$ cat config.mk
export PLATFORM = sky130hd
export DESIGN_NAME = s3m_packed_pattern_unpacker
export DESIGN_NICKNAME = d
export VERILOG_FILES = /design/src/hdl/s3mpu_pkg.sv /design/src/hdl/s3mpu_front.sv /design/src/hdl/s3mpu_queue.sv /design/src/hdl/s3m_packed_pattern_unpacker.sv
export SDC_FILE = /design/constraint.sdc
export NUM_CORES = 1
export LEC_CHECK = 0
export ABC_AREA = 1
export BUFFER_PORTS_ARGS = -buffer_cell sky130_fd_sc_hd__buf_2
export CORE_MARGIN = 2
export CORE_UTILIZATION = 58
export DETAILED_ROUTE_END_ITERATION = 7
export GPL_ROUTABILITY_DRIVEN = 0
export GPL_TIMING_DRIVEN = 0
export PLACE_DENSITY = 0.75
export SYNTH_ARGS = -nofsm -noshare
export SYNTH_HDL_FRONTEND = slang
export SYNTH_HIERARCHICAL = 1
export SYNTH_SLANG_ARGS = --single-unit
$ cat constraint.sdc
create_clock -name clk -period 5.8 [get_ports clk]
set_input_delay 0.58 -clock clk [delete_from_list [all_inputs] [get_ports clk]]
set_output_delay 0.58 -clock clk [all_outputs]
set_load 0.005 [all_outputs]
$ cat src/hdl/s3mpu_pkg.sv
package s3mpu_pkg;

  // Rows in one pattern; the row counter wraps after the last one.
  localparam int RowsPerPattern = 64;
  localparam int RowCntW = (RowsPerPattern > 1) ? $clog2(RowsPerPattern) : 1;

  // Depth of the result queue between the parser and the output side.
  localparam int QueueDepth = 2;
  localparam int QPtrW = (QueueDepth > 1) ? $clog2(QueueDepth) : 1;
  localparam int QCntW = $clog2(QueueDepth + 1);

  localparam logic [7:0] FieldAbsent = 8'd255;
  localparam logic [7:0] VolumeMax = 8'd64;

  typedef enum logic {
    KIND_CELL    = 1'b0,
    KIND_ROW_END = 1'b1
  } kind_t;

  typedef struct packed {
    kind_t      kind;
    logic [5:0] row;
    logic [4:0] channel;
    logic [7:0] note;
    logic [7:0] instrument;
    logic [7:0] volume;
    logic [7:0] effect;
    logic [7:0] effect_param;
    logic       pattern_done;
  } result_t;

endpackage

$ cat src/hdl/s3mpu_front.sv
module s3mpu_front (
  input  logic                  clk,
  input  logic                  rst,
  input  logic                  cfg_write,
  input  logic [31:0]           cfg_data,
  input  logic                  accept,
  input  logic [7:0]            pattern_byte,
  output logic                  emit,
  output s3mpu_pkg::result_t    result
);
  import s3mpu_pkg::*;

  typedef enum logic [5:0] {
    PH_FLAG  = 6'b000001,
    PH_NOTE  = 6'b000010,
    PH_INSTR = 6'b000100,
    PH_VOL   = 6'b001000,
    PH_EFF   = 6'b010000,
    PH_PARAM = 6'b100000
  } phase_t;

  phase_t              phase;
  phase_t              phase_next;
  logic                entry_done;
  logic [31:0]         channel_enabled;
  logic [7:0]          held_flag;
  logic [RowCntW-1:0]  row_count;
  logic [7:0]          held_note;
  logic [7:0]          held_instrument;
  logic [7:0]          held_volume;
  logic [7:0]          held_effect;

  logic                at_flag;
  logic                row_end;
  logic                last_row;
  logic [7:0]          flag;
  logic [7:0]          cur_note;
  logic [7:0]          cur_instrument;
  logic [7:0]          cur_volume;
  logic [7:0]          cur_effect;
  logic [7:0]          cur_param;
  logic [7:0]          clamped;
  logic [8:0]          row_wide;

  // Any code that is not one of the phases counts as waiting for a flag byte.
  always_comb begin
    at_flag = (phase == PH_FLAG) || !(phase == PH_NOTE || phase == PH_INSTR ||
              phase == PH_VOL || phase == PH_EFF || phase == PH_PARAM);
  end

  assign flag     = at_flag ? pattern_byte : held_flag;
  assign row_end  = at_flag && (pattern_byte == 8'd0);
  assign last_row = (row_count == RowCntW'(RowsPerPattern - 1));
  assign clamped  = (pattern_byte > VolumeMax) ? VolumeMax : pattern_byte;
  assign row_wide = 9'(row_count);

  assign cur_note       = at_flag ? FieldAbsent :
                          (phase == PH_NOTE) ? pattern_byte : held_note;
  assign cur_instrument = at_flag ? FieldAbsent :
                          (phase == PH_INSTR) ? pattern_byte : held_instrument;
  assign cur_volume     = at_flag ? FieldAbsent :
                          (phase == PH_VOL) ? clamped : held_volume;
  assign cur_effect     = at_flag ? FieldAbsent :
                          (phase == PH_EFF) ? pattern_byte : held_effect;
  assign cur_param      = (!at_flag && phase == PH_PARAM) ? pattern_byte : FieldAbsent;

  // Next point in the entry, driven by the announce bits of the flag.
  always_comb begin
    phase_next = PH_FLAG;
    entry_done = 1'b0;
    if (at_flag && flag[5]) begin
      phase_next = PH_NOTE;
    end else if (!at_flag && phase == PH_NOTE) begin
      phase_next = PH_INSTR;
    end else if ((at_flag || phase == PH_INSTR) && flag[6]) begin
      phase_next = PH_VOL;
    end else if ((at_flag || phase == PH_INSTR || phase == PH_VOL) && flag[7]) begin
      phase_next = PH_EFF;
    end else if (!at_flag && phase == PH_EFF) begin
      phase_next = PH_PARAM;
    end else begin
      entry_done = 1'b1;
    end
  end

  always_comb begin
    result = '0;
    result.row = row_wide[5:0];
    if (row_end) begin
      result.kind = KIND_ROW_END;
      result.pattern_done = last_row;
      emit = accept;
    end else begin
      result.kind         = KIND_CELL;
      result.channel      = flag[4:0];
      result.note         = cur_note;
      result.instrument   = cur_instrument;
      result.volume       = cur_volume;
      result.effect       = cur_effect;
      result.effect_param = cur_param;
      emit = accept && entry_done && channel_enabled[flag[4:0]];
    end
  end

  always_ff @(posedge clk) begin
    if (rst) begin
      phase           <= PH_FLAG;
      channel_enabled <= '1;
      held_flag       <= '0;
      row_count       <= '0;
      held_note       <= FieldAbsent;
      held_instrument <= FieldAbsent;
      held_volume     <= FieldAbsent;
      held_effect     <= FieldAbsent;
    end else begin
      if (cfg_write) begin
        channel_enabled <= cfg_data;
      end
      if (accept) begin
        if (row_end) begin
          phase     <= PH_FLAG;
          row_count <= last_row ? '0 : row_count + RowCntW'(1);
        end else begin
          held_flag       <= flag;
          held_note       <= cur_note;
          held_instrument <= cur_instrument;
          held_volume     <= cur_volume;
          held_effect     <= cur_effect;
          phase           <= phase_next;
        end
      end
    end
  end

  a_row_end_zero : assert property (@(posedge clk) disable iff (rst)
    (emit && result.kind == KIND_ROW_END) |-> (pattern_byte == 8'd0))
    else $error("row end emitted for a nonzero byte");

  a_done_on_row_end : assert property (@(posedge clk) disable iff (rst)
    (emit && result.pattern_done) |-> (result.kind == KIND_ROW_END))
    else $error("pattern done flagged on a cell");

  a_flag_held : assert property (@(posedge clk) disable iff (rst)
    (accept && at_flag && pattern_byte != 8'd0) |=> (held_flag == $past(pattern_byte)))
    else $error("flag byte not captured");

endmodule

$ cat src/hdl/s3mpu_queue.sv
module s3mpu_queue (
  input  logic                  clk,
  input  logic                  rst,
  input  logic                  push,
  input  s3mpu_pkg::result_t    push_data,
  output logic                  full,
  output logic                  pop_valid,
  input  logic                  pop_ready,
  output s3mpu_pkg::result_t    pop_data
);
  import s3mpu_pkg::*;

  result_t           slots [QueueDepth];
  logic [QPtrW-1:0]  wr_ptr;
  logic [QPtrW-1:0]  rd_ptr;
  logic [QCntW-1:0]  count;
  logic              pop;

  assign full      = (count == QCntW'(QueueDepth));
  assign pop_valid = (count != '0);
  assign pop       = pop_valid && pop_ready;
  assign pop_data  = slots[rd_ptr];

  always_ff @(posedge clk) begin
    if (push) begin
      slots[wr_ptr] <= push_data;
    end
  end

  always_ff @(posedge clk) begin
    if (rst) begin
      wr_ptr <= '0;
      rd_ptr <= '0;
      count  <= '0;
    end else begin
      if (push) begin
        wr_ptr <= (wr_ptr == QPtrW'(QueueDepth - 1)) ? '0 : wr_ptr + QPtrW'(1);
      end
      if (pop) begin
        rd_ptr <= (rd_ptr == QPtrW'(QueueDepth - 1)) ? '0 : rd_ptr + QPtrW'(1);
      end
      if (push && !pop) begin
        count <= count + QCntW'(1);
      end else if (pop && !push) begin
        count <= count - QCntW'(1);
      end
    end
  end

  a_count_bound : assert property (@(posedge clk) disable iff (rst)
    count <= QCntW'(QueueDepth))
    else $error("queue count beyond depth");

  a_no_overflow : assert property (@(posedge clk) disable iff (rst)
    push |-> !full)
    else $error("push into a full queue");

  a_pop_count : assert property (@(posedge clk) disable iff (rst)
    (pop && !push) |=> (count == $past(count) - QCntW'(1)))
    else $error("queue count did not drop on pop");

endmodule

$ cat src/hdl/s3m_packed_pattern_unpacker.sv
// Unpacks the packed pattern data of an S3M module, one stream byte per beat on
// the input channel. In the flag position a zero byte ends the row and yields a
// row-end result (kind 1) carrying the row number; pattern_done is set on the
// row end of the last row, after which the row count starts again at 0. A
// nonzero flag names a source channel in its low five bits and announces note
// and instrument (bit 5), volume (bit 6) and effect with parameter (bit 7);
// once the last announced byte is in, a cell result (kind 0) is produced if the
// channel's bit in channel_enabled is set. Absent fields read 255, volume is
// clamped to 64, and the unused fields of a row end read 0. channel_enabled is
// written through the configuration channel (always ready) and resets to all
// ones; write it only while the block is idle.
// Rate: one byte per cycle while the result queue has a free slot; each result
// is registered in that queue before it reaches the output. The parser decides
// each byte in the cycle it arrives and pushes any result into a two-entry
// queue; input ready drops only while that queue is full. When every byte
// yields a result the queue sits at one entry, so an output stall fills it and
// holds the stream; with sparser results the free slot absorbs a short stall.
module s3m_packed_pattern_unpacker (
  input  logic        clk,
  input  logic        rst,
  input  logic        cfg_valid,
  output logic        cfg_ready,
  input  logic [31:0] channel_enabled,
  input  logic        in_valid,
  output logic        in_ready,
  input  logic [7:0]  pattern_byte,
  output logic        out_valid,
  input  logic        out_ready,
  output logic        kind,
  output logic [5:0]  row,
  output logic [4:0]  channel,
  output logic [7:0]  note,
  output logic [7:0]  instrument,
  output logic [7:0]  volume,
  output logic [7:0]  effect,
  output logic [7:0]  effect_param,
  output logic        pattern_done
);
  import s3mpu_pkg::*;

  logic    accept;
  logic    emit;
  logic    q_full;
  result_t front_result;
  result_t head;

  // The configuration register lives in the parser and is never busy.
  assign cfg_ready = 1'b1;

  // A byte may produce at most one result, so a free slot is all it needs.
  assign in_ready = !q_full;
  assign accept   = in_valid && in_ready;

  s3mpu_front u_front (
    .clk          (clk),
    .rst          (rst),
    .cfg_write    (cfg_valid && cfg_ready),
    .cfg_data     (channel_enabled),
    .accept       (accept),
    .pattern_byte (pattern_byte),
    .emit         (emit),
    .result       (front_result)
  );

  s3mpu_queue u_queue (
    .clk       (clk),
    .rst       (rst),
    .push      (emit),
    .push_data (front_result),
    .full      (q_full),
    .pop_valid (out_valid),
    .pop_ready (out_ready),
    .pop_data  (head)
  );

  assign kind         = head.kind;
  assign row          = head.row;
  assign channel      = head.channel;
  assign note         = head.note;
  assign instrument   = head.instrument;
  assign volume       = head.volume;
  assign effect       = head.effect;
  assign effect_param = head.effect_param;
  assign pattern_done = head.pattern_done;

endmodule
==> summary.md <==
| Metric | Value |
|---|---|
| Outcome | `completed` |
| Final instance area | `9900 µm²` |
| # hold bufs at CTS | `0` |
| Rows | `44` |
| Area grow syn2layout | `15.3%` |
| Vias per cell | `5.63` |
| Total CTS buffers | `17` |
| Setup TNS | `0 ps` |
| First-pass GRT wire length | `29.9 mm` |
| CP max-delay cell | `nor2_4` |
| Fmax | `287 MHz` |
| Buf/Inv on CP | `5` |
| # IOs | `101` |
| Top area cells in the synthesized netlist | `edfxtp_1 37%, dfxtp_1 21%, mux2_4 8.7%` |
| Nets | `971` |
| CTS clk-pin slew, worst paths | `60 ps` |
| Rel. slew slack | `0.508` |
| Largest net degree at the start of global routing | `39` |
| RSZ-0062 raised after global routing | `no` |
| Min cycle time layout | `3480 ps` |
| Critical Setup Path Class | `flop to flop` |
| FF-to-FF path depth | `16` |
| Cell taking the most area after synthesis | `edfxtp_1` |
| Antenna viol nets, final | `0` |
| Avg WL per Cell | `16.7 µm` |
| Core area | `14500 µm²` |
| Delay-heaviest family, CP | `simple AND/OR/NAND/NOR gates` |
| Crit-path max cell delay | `430 ps` |
| Most common cell after layout, fill and taps aside | `nand2_1` |
| Post-DP HPWL | `12.9 mm` |
| Die Ht | `126 µm` |
| Dominant synthesized flop cell | `edfxtp_1` |
| Hold endpoint | `u_queue/wr_ptr` |
| Yosys reg bits | `194` |
| Element type at the critical path end | `flop` |
| Hold path cells | `2` |
| Worst VDD drop | `197 µV` |
| Crit Path Max Fanout | `23` |
| Clock Skew | `8.45 ps` |
| H-tree Lvls | `4` |
| Arrival @ worst endpoint | `3620 ps` |
| Initial DRC Count | `566` |
| Netlist cell types | `47` |
| Initial core utilization | `0.593` |
| Sink Count | `194` |
| Sequential share of the synthesized area | `0.576` |
| Leakage Power | `3.83 nW` |
| Final Hold Viols | `0` |
| Ratio of cells with drive above 1 in the final layout | `0.253` |
| Final WL | `18.7 mm` |
| RR Startpoint | `u_front/phase[5]` |
| Router iterations before antenna repair | `5` |
| Setup Viol. Count Final | `0` |
| Reg-to-reg endpoint | `u_queue/slots[0][32]` |
| WHS | `343 ps` |
| HP Start | `rst` |
| Post-synth net total | `851` |
| Critical-path cell list | `inv_1, nor2_1, nand3_4, nand3_1, nor2_1, buf_4, o21ai_1, o21bai_2, nand2_1, nor3_1, nand3_1, nand2_1, inv_1, nor2_4, buf_16, buf_16` |
| HP Class | `input port to flop` |
| Cell Area, Synth | `8580 µm²` |
| Fin crit share | `0.600` |
| Grt ovf | `0` |
| Setup Fix Bufs, Post-CTS | `0` |
| Commonest non-fill, non-tap cells in the layout | `149 x nand2_1, 106 x edfxtp_1, 104 x buf_2` |
| Vias | `6306` |
| Syn Inst Count | `804` |
| WP data required | `5940 ps` |
| Post-Syn Area per Cell | `10.7 µm²` |
| GRT Util Overall | `0.241` |
| Residual DRC | `0` |
| Initial antenna violation count | `0` |
| Antenna diodes | `0` |
| Final Instance Count excl. Fillers | `1121` |
| Die area | `15800 µm²` |
| Pwr Density | `343 nW/µm²` |
| Area after DPL | `9390 µm²` |
| Vias in the first global route | `5866` |
| Post-synth ARST share | `0` |
| Crit path launch type | `flop` |
| DP Cell Count | `1089` |
| Die width | `126 µm` |
| Share of the synthesized area in the top cell type | `0.371` |
| Root Buffer | `clkbuf_16` |
| IO buf count | `98` |
| CTS max path bufs | `2` |
| Worst-Skew Late Latency | `440 ps` |
| Final slew viol count | `0` |
| Worst-margin pin slew | `739 ps` |
| # resized after CTS | `0` |
| Max_cap viols | `0` |
| Reg2reg setup slack | `2320 ps` |
| EDFF count, synth | `106` |
| Syn. warnings | `6` |
| CTS tree | `built` |
## flip-flops by register name, indices dropped and copies added, names as in the netlist, named ones only
signal                   flops
u_queue/slots              106
u_front/channel_enabled     32
u_front/held_effect          8
u_front/held_instrument      8
u_front/held_note            8
u_front/held_volume          8
u_front/held_flag            7
u_front/phase                6
u_front/row_count            6
u_queue/count                2
u_queue/rd_ptr               1
u_queue/wr_ptr               1
## cell type report
cell class | count | area, µm²
buffer | 46 | 310
clock inverter | 11 | 62.6
clock buffer | 21 | 450
sequential | 194 | 4940
fill | 1113 | 4580
inverter | 50 | 188
timing repair buffer | 101 | 566
multi-input combinational | 514 | 3150
tap | 184 | 230
## worst max-delay path by stage
stage,from,endpoint,slack (ps),depth (start not counted)
2_1_floorplan,u_front/phase[0],u_queue/slots[0][0],1280,13
3_3_place_gp,u_front/phase[2],u_queue/slots[0][24],-410,17
3_5_place_dp,u_front/phase[5],u_queue/slots[0][25],2340,19
4_1_cts,u_front/phase[2],u_queue/slots[0][9],2320,19
5_1_grt,u_front/phase[5],u_queue/slots[0][9],2030,19
6_report,u_front/phase[5],u_queue/slots[0][32],2320,16
## Yosys cell counts, types with 2 or more instances
cell type    n
a21oi_1     27
or2_0        2
o21ai_2      2
nand3_4      3
inv_2        7
nand2_2      5
nand2_1    149
mux2_4      50
buf_12       5
buf_6        4
o21ai_1     12
ha_1         2
inv_1       43
o21ai_4      2
nor3_1       2
edfxtp_1   106
nor2_1      82
clkbuf_1    23
nor2_2       5
o21ai_0     19
a211oi_1    31
nand4_1      6
buf_2        6
o211ai_1    19
o21bai_2     2
buf_1        3
nor2_4       3
mux2_2       3
buf_4        5
nand3_1     72
dfxtp_1     88
## metrics by stage
stage	setup slack, ps	utilization	power [mW]
floorplan	1280	-	2.16
global placement	-412	0.642	2.36
detailed placement	2340	0.648	2.38
CTS	2320	0.684	3.41
global route	2030	0.684	3.54
finish	2320	0.684	3.39
## where the power goes
part	internal, mW	switching, mW	leakage, nW
logic	0.345	0.420	1.97
clock network	0.553	0.481	0.256
registers	1.55	0.0479	1.59
total	2.44	0.948	3.83
## cells by family (layout without fill, tap and decap cells)
family                   after synthesis  after routing  synth area share
AO/OA/AOI/OAI                        121            121            0.0935
XOR/XNOR                               2              2           0.00204
adder cells (fa/ha/maj)                2              2           0.00292
buffers and inverters                 96            229            0.0580
flip-flops                           194            194             0.576
multiplexers                          53             53            0.0914
other                                  1              1          0.000437
AND/OR/NAND/NOR                      335            335             0.176
## layer usage
| metal | up-vias | part of all wire | wire length (µm) | track usage |
|---|---|---|---|---|
| met5 | - | 0 | 0 | 0 |
| met4 | 0 | 0.027 | 503 | 0.0980 |
| met3 | 44 | 0.067 | 1240 | 0.0497 |
| met2 | 236 | 0.47 | 8850 | 0.378 |
| met1 | 3000 | 0.43 | 8080 | 0.330 |
| li1 | 3026 | - | - | - |
Note: power is estimated with default switching activity, not from simulation.
